File: src/hw/rtl/ipidr_pkg.sv
// Shared types and constants of the incremental PID controller with relay mode.
package ipidr_pkg;

   localparam int GAIN_WIDTH     = 16;
   localparam int CSR_ADDR_WIDTH = 3;
   localparam int CSR_DATA_WIDTH = 32;

   localparam logic [CSR_ADDR_WIDTH-1:0] REG_GAIN_P     = 3'd0;
   localparam logic [CSR_ADDR_WIDTH-1:0] REG_GAIN_I     = 3'd1;
   localparam logic [CSR_ADDR_WIDTH-1:0] REG_GAIN_D     = 3'd2;
   localparam logic [CSR_ADDR_WIDTH-1:0] REG_OUT_MIN    = 3'd3;
   localparam logic [CSR_ADDR_WIDTH-1:0] REG_OUT_MAX    = 3'd4;
   localparam logic [CSR_ADDR_WIDTH-1:0] REG_RELAY_MODE = 3'd5;

   localparam logic CMD_STEP  = 1'b0;
   localparam logic CMD_CLEAR = 1'b1;

   typedef struct packed {
      logic [GAIN_WIDTH-1:0] gain_p;
      logic [GAIN_WIDTH-1:0] gain_i;
      logic [GAIN_WIDTH-1:0] gain_d;
   } gains_type;

endpackage

File: src/hw/rtl/incremental_pid_with_relay.sv
// Incremental PID controller with relay mode: top level, registers and request flow.
// Each request (compute step or clear) gives exactly one drive response. It sits in
// an input register, and one stage computes the three gain products, the increment
// and the clamp and updates the error history (kept in relay mode), the held drive
// and the response register together, so consecutive steps see each other's state
// with no bubble. A new request can be taken every cycle unless the response
// register holds a result under stall and the input register is full.
// Configuration is always ready and takes effect on the next step.
module incremental_pid_with_relay import ipidr_pkg::*; #(
   parameter int DATA_WIDTH     = 16,
   parameter int GAIN_FRAC_BITS = 8
) (
   input  logic                         clock,
   input  logic                         reset,

   input  logic                         req_valid,
   output logic                         req_stall,
   input  logic                         req_cmd,
   input  logic signed [DATA_WIDTH-1:0] req_setpoint,
   input  logic signed [DATA_WIDTH-1:0] req_measured,

   output logic                         rsp_valid,
   input  logic                         rsp_stall,
   output logic signed [DATA_WIDTH-1:0] rsp_drive,

   input  logic                         csr_valid,
   output logic                         csr_ready,
   input  logic [CSR_ADDR_WIDTH-1:0]    csr_index,
   input  logic [CSR_DATA_WIDTH-1:0]    csr_wdata
);

   localparam logic signed [DATA_WIDTH-1:0] MIN_RESET = {1'b1, {(DATA_WIDTH-1){1'b0}}};
   localparam logic signed [DATA_WIDTH-1:0] MAX_RESET = {1'b0, {(DATA_WIDTH-1){1'b1}}};

   gains_type                    gains_ff;
   logic signed [DATA_WIDTH-1:0] out_min_ff;
   logic signed [DATA_WIDTH-1:0] out_max_ff;
   logic                         relay_mode_ff;

   logic                         s1_valid_ff;
   logic                         s1_cmd_ff;
   logic signed [DATA_WIDTH-1:0] s1_setpoint_ff;
   logic signed [DATA_WIDTH-1:0] s1_measured_ff;

   logic signed [DATA_WIDTH:0]   err_newest_ff;
   logic signed [DATA_WIDTH:0]   err_previous_ff;
   logic signed [DATA_WIDTH:0]   err_oldest_ff;
   logic signed [DATA_WIDTH-1:0] drive_held_ff;
   logic signed [DATA_WIDTH-1:0] drive_held_in;
   logic signed [DATA_WIDTH:0]   err_newest_in;
   logic signed [DATA_WIDTH:0]   err_previous_in;
   logic signed [DATA_WIDTH:0]   err_oldest_in;

   logic                         rsp_valid_ff;
   logic signed [DATA_WIDTH-1:0] rsp_drive_ff;

   logic                         s2_open;
   logic                         s2_load;
   logic                         s1_load;
   logic signed [DATA_WIDTH:0]   err_sample;
   logic signed [DATA_WIDTH-1:0] drive_step;

   assign csr_ready = 1'b1;
   assign s2_open   = !rsp_valid_ff || !rsp_stall;
   assign s2_load   = s1_valid_ff && s2_open;
   assign req_stall = s1_valid_ff && !s2_open;
   assign s1_load   = !req_stall;
   assign rsp_valid = rsp_valid_ff;
   assign rsp_drive = rsp_drive_ff;

   always_ff @(posedge clock) begin
      if (reset) begin
         gains_ff      <= '0;
         out_min_ff    <= MIN_RESET;
         out_max_ff    <= MAX_RESET;
         relay_mode_ff <= 1'b0;
      end else if (csr_valid && csr_ready) begin
         unique case (csr_index)
            REG_GAIN_P:     gains_ff.gain_p <= csr_wdata[GAIN_WIDTH-1:0];
            REG_GAIN_I:     gains_ff.gain_i <= csr_wdata[GAIN_WIDTH-1:0];
            REG_GAIN_D:     gains_ff.gain_d <= csr_wdata[GAIN_WIDTH-1:0];
            REG_OUT_MIN:    out_min_ff      <= csr_wdata[DATA_WIDTH-1:0];
            REG_OUT_MAX:    out_max_ff      <= csr_wdata[DATA_WIDTH-1:0];
            REG_RELAY_MODE: relay_mode_ff   <= csr_wdata[0];
            default: begin
            end
         endcase
      end
   end

   always_ff @(posedge clock) begin
      if (reset) begin
         s1_valid_ff <= 1'b0;
      end else if (s1_load) begin
         s1_valid_ff <= req_valid;
      end
   end

   always_ff @(posedge clock) begin
      if (s1_load && req_valid) begin
         s1_cmd_ff      <= req_cmd;
         s1_setpoint_ff <= req_setpoint;
         s1_measured_ff <= req_measured;
      end
   end

   assign err_sample = (DATA_WIDTH+1)'(s1_setpoint_ff) - (DATA_WIDTH+1)'(s1_measured_ff);

   ipidr_step #(
      .DATA_WIDTH     (DATA_WIDTH),
      .GAIN_FRAC_BITS (GAIN_FRAC_BITS)
   ) u_step (
      .gains          (gains_ff),
      .error_newest   (err_sample),
      .error_previous (err_newest_ff),
      .error_oldest   (err_previous_ff),
      .drive_held     (drive_held_ff),
      .out_min        (out_min_ff),
      .out_max        (out_max_ff),
      .drive_next     (drive_step)
   );

   always_comb begin
      err_newest_in   = err_newest_ff;
      err_previous_in = err_previous_ff;
      err_oldest_in   = err_oldest_ff;
      priority if (s1_cmd_ff == CMD_CLEAR) begin
         err_newest_in   = '0;
         err_previous_in = '0;
         err_oldest_in   = '0;
         drive_held_in   = '0;
      end else if (relay_mode_ff) begin
         drive_held_in = (s1_setpoint_ff > s1_measured_ff) ? out_max_ff : out_min_ff;
      end else begin
         err_newest_in   = err_sample;
         err_previous_in = err_newest_ff;
         err_oldest_in   = err_previous_ff;
         drive_held_in   = drive_step;
      end
   end

   always_ff @(posedge clock) begin
      if (reset) begin
         err_newest_ff   <= '0;
         err_previous_ff <= '0;
         err_oldest_ff   <= '0;
         drive_held_ff   <= '0;
      end else if (s2_load) begin
         err_newest_ff   <= err_newest_in;
         err_previous_ff <= err_previous_in;
         err_oldest_ff   <= err_oldest_in;
         drive_held_ff   <= drive_held_in;
      end
   end

   always_ff @(posedge clock) begin
      if (reset) begin
         rsp_valid_ff <= 1'b0;
      end else if (s2_open) begin
         rsp_valid_ff <= s1_valid_ff;
      end
   end

   always_ff @(posedge clock) begin
      if (s2_load) begin
         rsp_drive_ff <= drive_held_in;
      end
   end

   a_rsp_matches_state: assert property (@(posedge clock) disable iff (reset)
      rsp_valid_ff |-> (rsp_drive_ff == drive_held_ff))
      else $error("response drive differs from held drive");

   a_clear_zeroes: assert property (@(posedge clock) disable iff (reset)
      (s2_load && s1_cmd_ff == CMD_CLEAR) |=>
         (drive_held_ff == '0 && err_newest_ff == '0 && err_oldest_ff == '0))
      else $error("clear left state nonzero");

   a_relay_keeps_history: assert property (@(posedge clock) disable iff (reset)
      (s2_load && s1_cmd_ff == CMD_STEP && relay_mode_ff) |=>
         ($stable(err_newest_ff) && $stable(err_previous_ff) && $stable(err_oldest_ff)))
      else $error("relay step changed error history");

   a_stall_only_when_full: assert property (@(posedge clock) disable iff (reset)
      req_stall |-> (s1_valid_ff && rsp_valid_ff))
      else $error("request stalled with free stage");

endmodule

File: src/hw/rtl/ipidr_step.sv
// Velocity-form PID increment, wide accumulation and output clamp.
module ipidr_step import ipidr_pkg::*; #(
   parameter int DATA_WIDTH     = 16,
   parameter int GAIN_FRAC_BITS = 8
) (
   input  gains_type                     gains,
   input  logic signed [DATA_WIDTH:0]    error_newest,
   input  logic signed [DATA_WIDTH:0]    error_previous,
   input  logic signed [DATA_WIDTH:0]    error_oldest,
   input  logic signed [DATA_WIDTH-1:0]  drive_held,
   input  logic signed [DATA_WIDTH-1:0]  out_min,
   input  logic signed [DATA_WIDTH-1:0]  out_max,
   output logic signed [DATA_WIDTH-1:0]  drive_next
);

   localparam int KW = GAIN_WIDTH + 2;
   localparam int PW = DATA_WIDTH + 1 + KW + 1;
   localparam int AW = PW + 2;
   localparam int SW = AW + 1;

   logic        [KW-1:0] k0;
   logic        [KW-1:0] k1;
   logic signed [KW:0]   k0_s;
   logic signed [KW:0]   k1_s;
   logic signed [KW:0]   k2_s;
   logic signed [PW-1:0] p0;
   logic signed [PW-1:0] p1;
   logic signed [PW-1:0] p2;
   logic signed [AW-1:0] acc;
   logic signed [AW-1:0] inc;
   logic signed [SW-1:0] sum;
   logic signed [SW-1:0] lim_lo;
   logic signed [SW-1:0] lim_hi;

   always_comb begin
      k0   = {2'b00, gains.gain_p} + {2'b00, gains.gain_i} + {2'b00, gains.gain_d};
      k1   = {2'b00, gains.gain_p} + {1'b0, gains.gain_d, 1'b0};
      k0_s = $signed({1'b0, k0});
      k1_s = $signed({1'b0, k1});
      k2_s = $signed({3'b000, gains.gain_d});
      p0   = PW'(k0_s) * PW'(error_newest);
      p1   = PW'(k1_s) * PW'(error_previous);
      p2   = PW'(k2_s) * PW'(error_oldest);
      acc  = AW'(p0) - AW'(p1) + AW'(p2);
      inc  = acc >>> GAIN_FRAC_BITS;
      sum  = SW'(drive_held) + SW'(inc);
      lim_lo = SW'(out_min);
      lim_hi = SW'(out_max);
      priority if (sum > lim_hi) begin
         drive_next = out_max;
      end else if (sum < lim_lo) begin
         drive_next = out_min;
      end else begin
         drive_next = sum[DATA_WIDTH-1:0];
      end
   end

endmodule
File: config.mk
export PLATFORM = sky130hd
export DESIGN_NAME = incremental_pid_with_relay
export DESIGN_NICKNAME = d
export VERILOG_FILES = /design/src/hw/rtl/ipidr_pkg.sv /design/src/hw/rtl/incremental_pid_with_relay.sv /design/src/hw/rtl/ipidr_step.sv
export SDC_FILE = /design/constraint.sdc
export NUM_CORES = 2
export LEC_CHECK = 0
export BUFFER_PORTS_ARGS = -buffer_cell sky130_fd_sc_hd__buf_4
export CORE_MARGIN = 2
export CORE_UTILIZATION = 65
export DETAILED_ROUTE_END_ITERATION = 6
export PLACE_DENSITY = 0.83
export RECOVER_POWER = 50
export SETUP_SLACK_MARGIN = 0.1
export SYNTH_ARGS = -nofsm -noshare
export SYNTH_HDL_FRONTEND = slang
export SYNTH_SLANG_ARGS = --single-unit
File: constraint.sdc
create_clock -name clock -period 21.7 [get_ports clock]
set_input_delay 0 -clock clock [delete_from_list [all_inputs] [get_ports clock]]
set_output_delay 0 -clock clock [all_outputs]
set_load 0.005 [all_outputs]
==> results.md <==
- Non-Filler Cell Area, Final: 45,000 um2
- Placer congestion estimate: 1.00
- Cell count after placement: 5,546
- Post-CTS setup repair buffer count: 0
- TritonCTS clock tree: built
- Data arrival, critical path: between 15 and 20 ns
- Iteration count of the initial detailed-routing pass: 6
- Count of routing violations after the opening detailed-route iteration: around 2.7k
- CP Data Required Time: 22.09 ns
- Inserted Clock Buffers: 17
- Placed standard-cell area: 43,900 um2
- Kind of launch point of the worst setup path: register
- Combined area of all synthesized cells: 42,400 um2
- Growth of design area from synthesis to finish: 6.11%
- Flops & latches, synth: 182
- Clk sink count: 182
- Fraction of layout cells with a size suffix above 1: 4.73%
- Result of the run: complete, but fails checks
- # resized after CTS: 0
- Average instance area after synthesis: about 9 um2
- Initial Util: 65.7%
- Total global routing track utilization: 35.7%
- Wire length of the first global-routing pass: 186,000 um
- Final Setup Violations: 0
- Endpoint type of the worst setup path: register
- Wire length reported by the detailed router: roughly 110,000 um
- Clock skew: 0.0170 ns
- Path type of the worst setup path: register to register
- Clock latency at the later pin of the worst-skew pair: 0.48 ns
- Number of H-tree levels: 4
- Number of max-capacitance violations reported: 4
- Most used cells in the layout excluding fill and tap cells: 1,061 x inv_1, 831 x fa_1, 530 x nand2_1
- Most common cell after layout, fill and taps aside: inv_1
- Worst R2R Path Depth: 69
- Critical path's largest stage delay: 0.65 ns
- Maximum root-to-sink buffer count: 2
- Cell seen most often among critical-path stages: fa_1
- Type of the tightest min-delay check: input pin to register
- Via count normalized by instance count: 5.81
- Maximum fanout along the worst path: 19
- Y dimension of the die: between 200 and 300 um
- Top-level port count: 92
- Core area: 64,500 um2
- Pin count of the biggest net entering global routing: 95
- Port Buf Inserts: 74
- Dpl hpwl: 92,400 um
- Die area: 67,300 um2
- Sum Neg Setup Slack: 0 ns
- Initial antenna violation count: 4
- Pin slew with the least headroom to its limit: ~4.7 ns
- Global route overflow: 0
- Wirelength per Cell: 20.3 um
- Unique cell type count in the Yosys netlist: 84
- Share of the cycle needed by the critical path after routing: 82.2%
- Sequential share of the synthesized area: about a tenth
- Count of yosys warnings during synthesis: 0
- Count of final max-slew check failures: 202
- Number of global-route vias before repair: approximately 36k
- Crit path time final: 17.83 ns
- Die Span X: 259 um
- Max Fclk: 56.1 MHz
- Number of standard-cell rows in the floorplan: 93
- CTS Root Buffer Type: clkbuf_16
- Hold violation count in the final report: 0
- Number of vias in the routed layout: 32.8k
- Leading register cell type out of synthesis: dfxtp_1
- Fraction of the core area covered by cells at the end of the flow: a little over two thirds
- Number of enable-type register cells in the synthesized netlist: 49
- Syn_nets: 6,114
- DRC viols: 0
- Cell with the largest stage delay on the worst path: xnor2_1
- Worst slew margin: -215%
- Share of synthesized flip-flops with an asynchronous set or reset: 0%
- Unrepaired setup endpoints after global routing: false
- Post-synthesis instance total: 4,734
- Number of non-filler instances in the completed layout: 5,637
- Clock-pin slew reported for the worst setup and hold paths after clock tree synthesis: 0.08 ns
- Failing checks: max-capacitance violations, max-slew violations
- Number of nets in the layout: ~6k
- Antenna violation net count after detailed routing: 0
- Worst Hold Depth: 5
==> state kept, by name, summed over array words and instances (netlist names), 16 cells and up <==
| signal | count |
|---|---|
| err_previous_ff | 17 |
| rsp_drive | 16 |
| out_max_ff | 16 |
| s1_measured_ff | 16 |
| gains_ff | 48 |
| out_min_ff | 16 |
| drive_held_ff | 16 |
| s1_setpoint_ff | 16 |
| err_newest_ff | 17 |
==> logic make-up after synthesis <==
kind of cell	Yosys count	share of synthesized area, %
muxes	28	0.676
adders and majority gates	1307	53.3
xor gates and xnor gates	111	2.33
and+or+nand+nor	1398	15.5
DFF	182	9.75
other	1	0.00885
AOI/OAI and AO/OA	458	7.25
buffers and inverters	1249	11.2
==> metrics by stage <==
stage	hold WS, ns	setup slack [ns]
after floorplan	0.0989	6.66
after global placement	0.179	4.55
after detailed placement	0.180	4.21
after CTS	0.00286	4.18
after global routing	0.0734	3.05
final	0.00964	3.87
==> final timing paths <==
check | startpoint | end | slack [ns]
setup / recovery | gains_ff[32] | drive_held_ff[0] | 3.87
hold / removal | csr_index[2] | relay_mode_ff | 0.01
setup reg to reg | gains_ff[32] | drive_held_ff[0] | 3.87
hold reg to reg | gains_ff[28] | gains_ff[28] | 0.47
==> worst max-delay path, delay by kind of cell (launching register included) <==
kind / cells / cell delay (ns)
buffers and inverters: 9 / 0.74
AND/OR/NAND/NOR: 14 / 2.97
flip-flops: 1 / 0.31
AO/OA/AOI/OAI: 27 / 5.78
adder cells (fa/ha/maj): 15 / 6.73
XOR/XNOR: 4 / 1.23
==> routing by layer <==
metal  GRT usage [%]  up-vias  share of wire [%]
met4            16.9        0                5.8
met3            7.86      446                9.8
met2            59.6     1626                 47
met1            44.2    16300                 37
met5               0        -                  0
li1                -    14400                  -
==> synth_stat cells (all sizes together), types with 3 or more instances <==
cell | n | share of area, %
nor4 | 5 | 0.074
nand2b | 39 | 0.58
a221oi | 10 | 0.34
xnor2 | 83 | 1.8
nor2b | 27 | 0.40
xor2 | 28 | 0.58
o21ai | 58 | 0.69
a21boi | 12 | 0.21
a31oi | 14 | 0.22
nand3 | 30 | 0.40
a21o | 74 | 1.3
o211a | 3 | 0.071
nor3b | 30 | 0.53
a22oi | 11 | 0.19
ha | 476 | 14
o31ai | 10 | 0.18
clkbuf | 169 | 1.5
fa | 831 | 39
or2 | 16 | 0.24
edfxtp | 49 | 3.5
and2 | 279 | 4.1
a221o | 6 | 0.14
nor2 | 349 | 3.1
nand3b | 16 | 0.28
mux2i | 26 | 0.62
o21bai | 16 | 0.29
nand2 | 530 | 4.7
a31o | 6 | 0.12
a211o | 18 | 0.37
a211oi | 9 | 0.17
dfxtp | 133 | 6.3
or3 | 9 | 0.13
and3 | 11 | 0.16
nand4 | 18 | 0.27
a21oi | 171 | 2.1
o2111ai | 3 | 0.062
nor3 | 32 | 0.39
buf | 17 | 0.28
inv | 1062 | 9.4
a311oi | 3 | 0.062
o21a | 15 | 0.27
==> repair_timing <==
| action | in CTS | in global routing |
|---|---|---|
| hold endpoints to repair | 125 | 0 |
| hold buffers | 56 | 0 |
| endpoints found under the setup margin | 0 | 0 |
==> area by class of cell <==
class,instances,area (um2)
clock inverters,15,174
well taps,855,1070
diodes,3,7.51
fillers,4837,19500
repair buffers,199,1590
multi-input cells,3303,33600
clock buffers,17,425
flip-flops and latches,182,4130
inverters,1063,3990
Power is not shown: default switching activity piles up to over one toggle a cycle in this logic, so the estimate is an artifact.
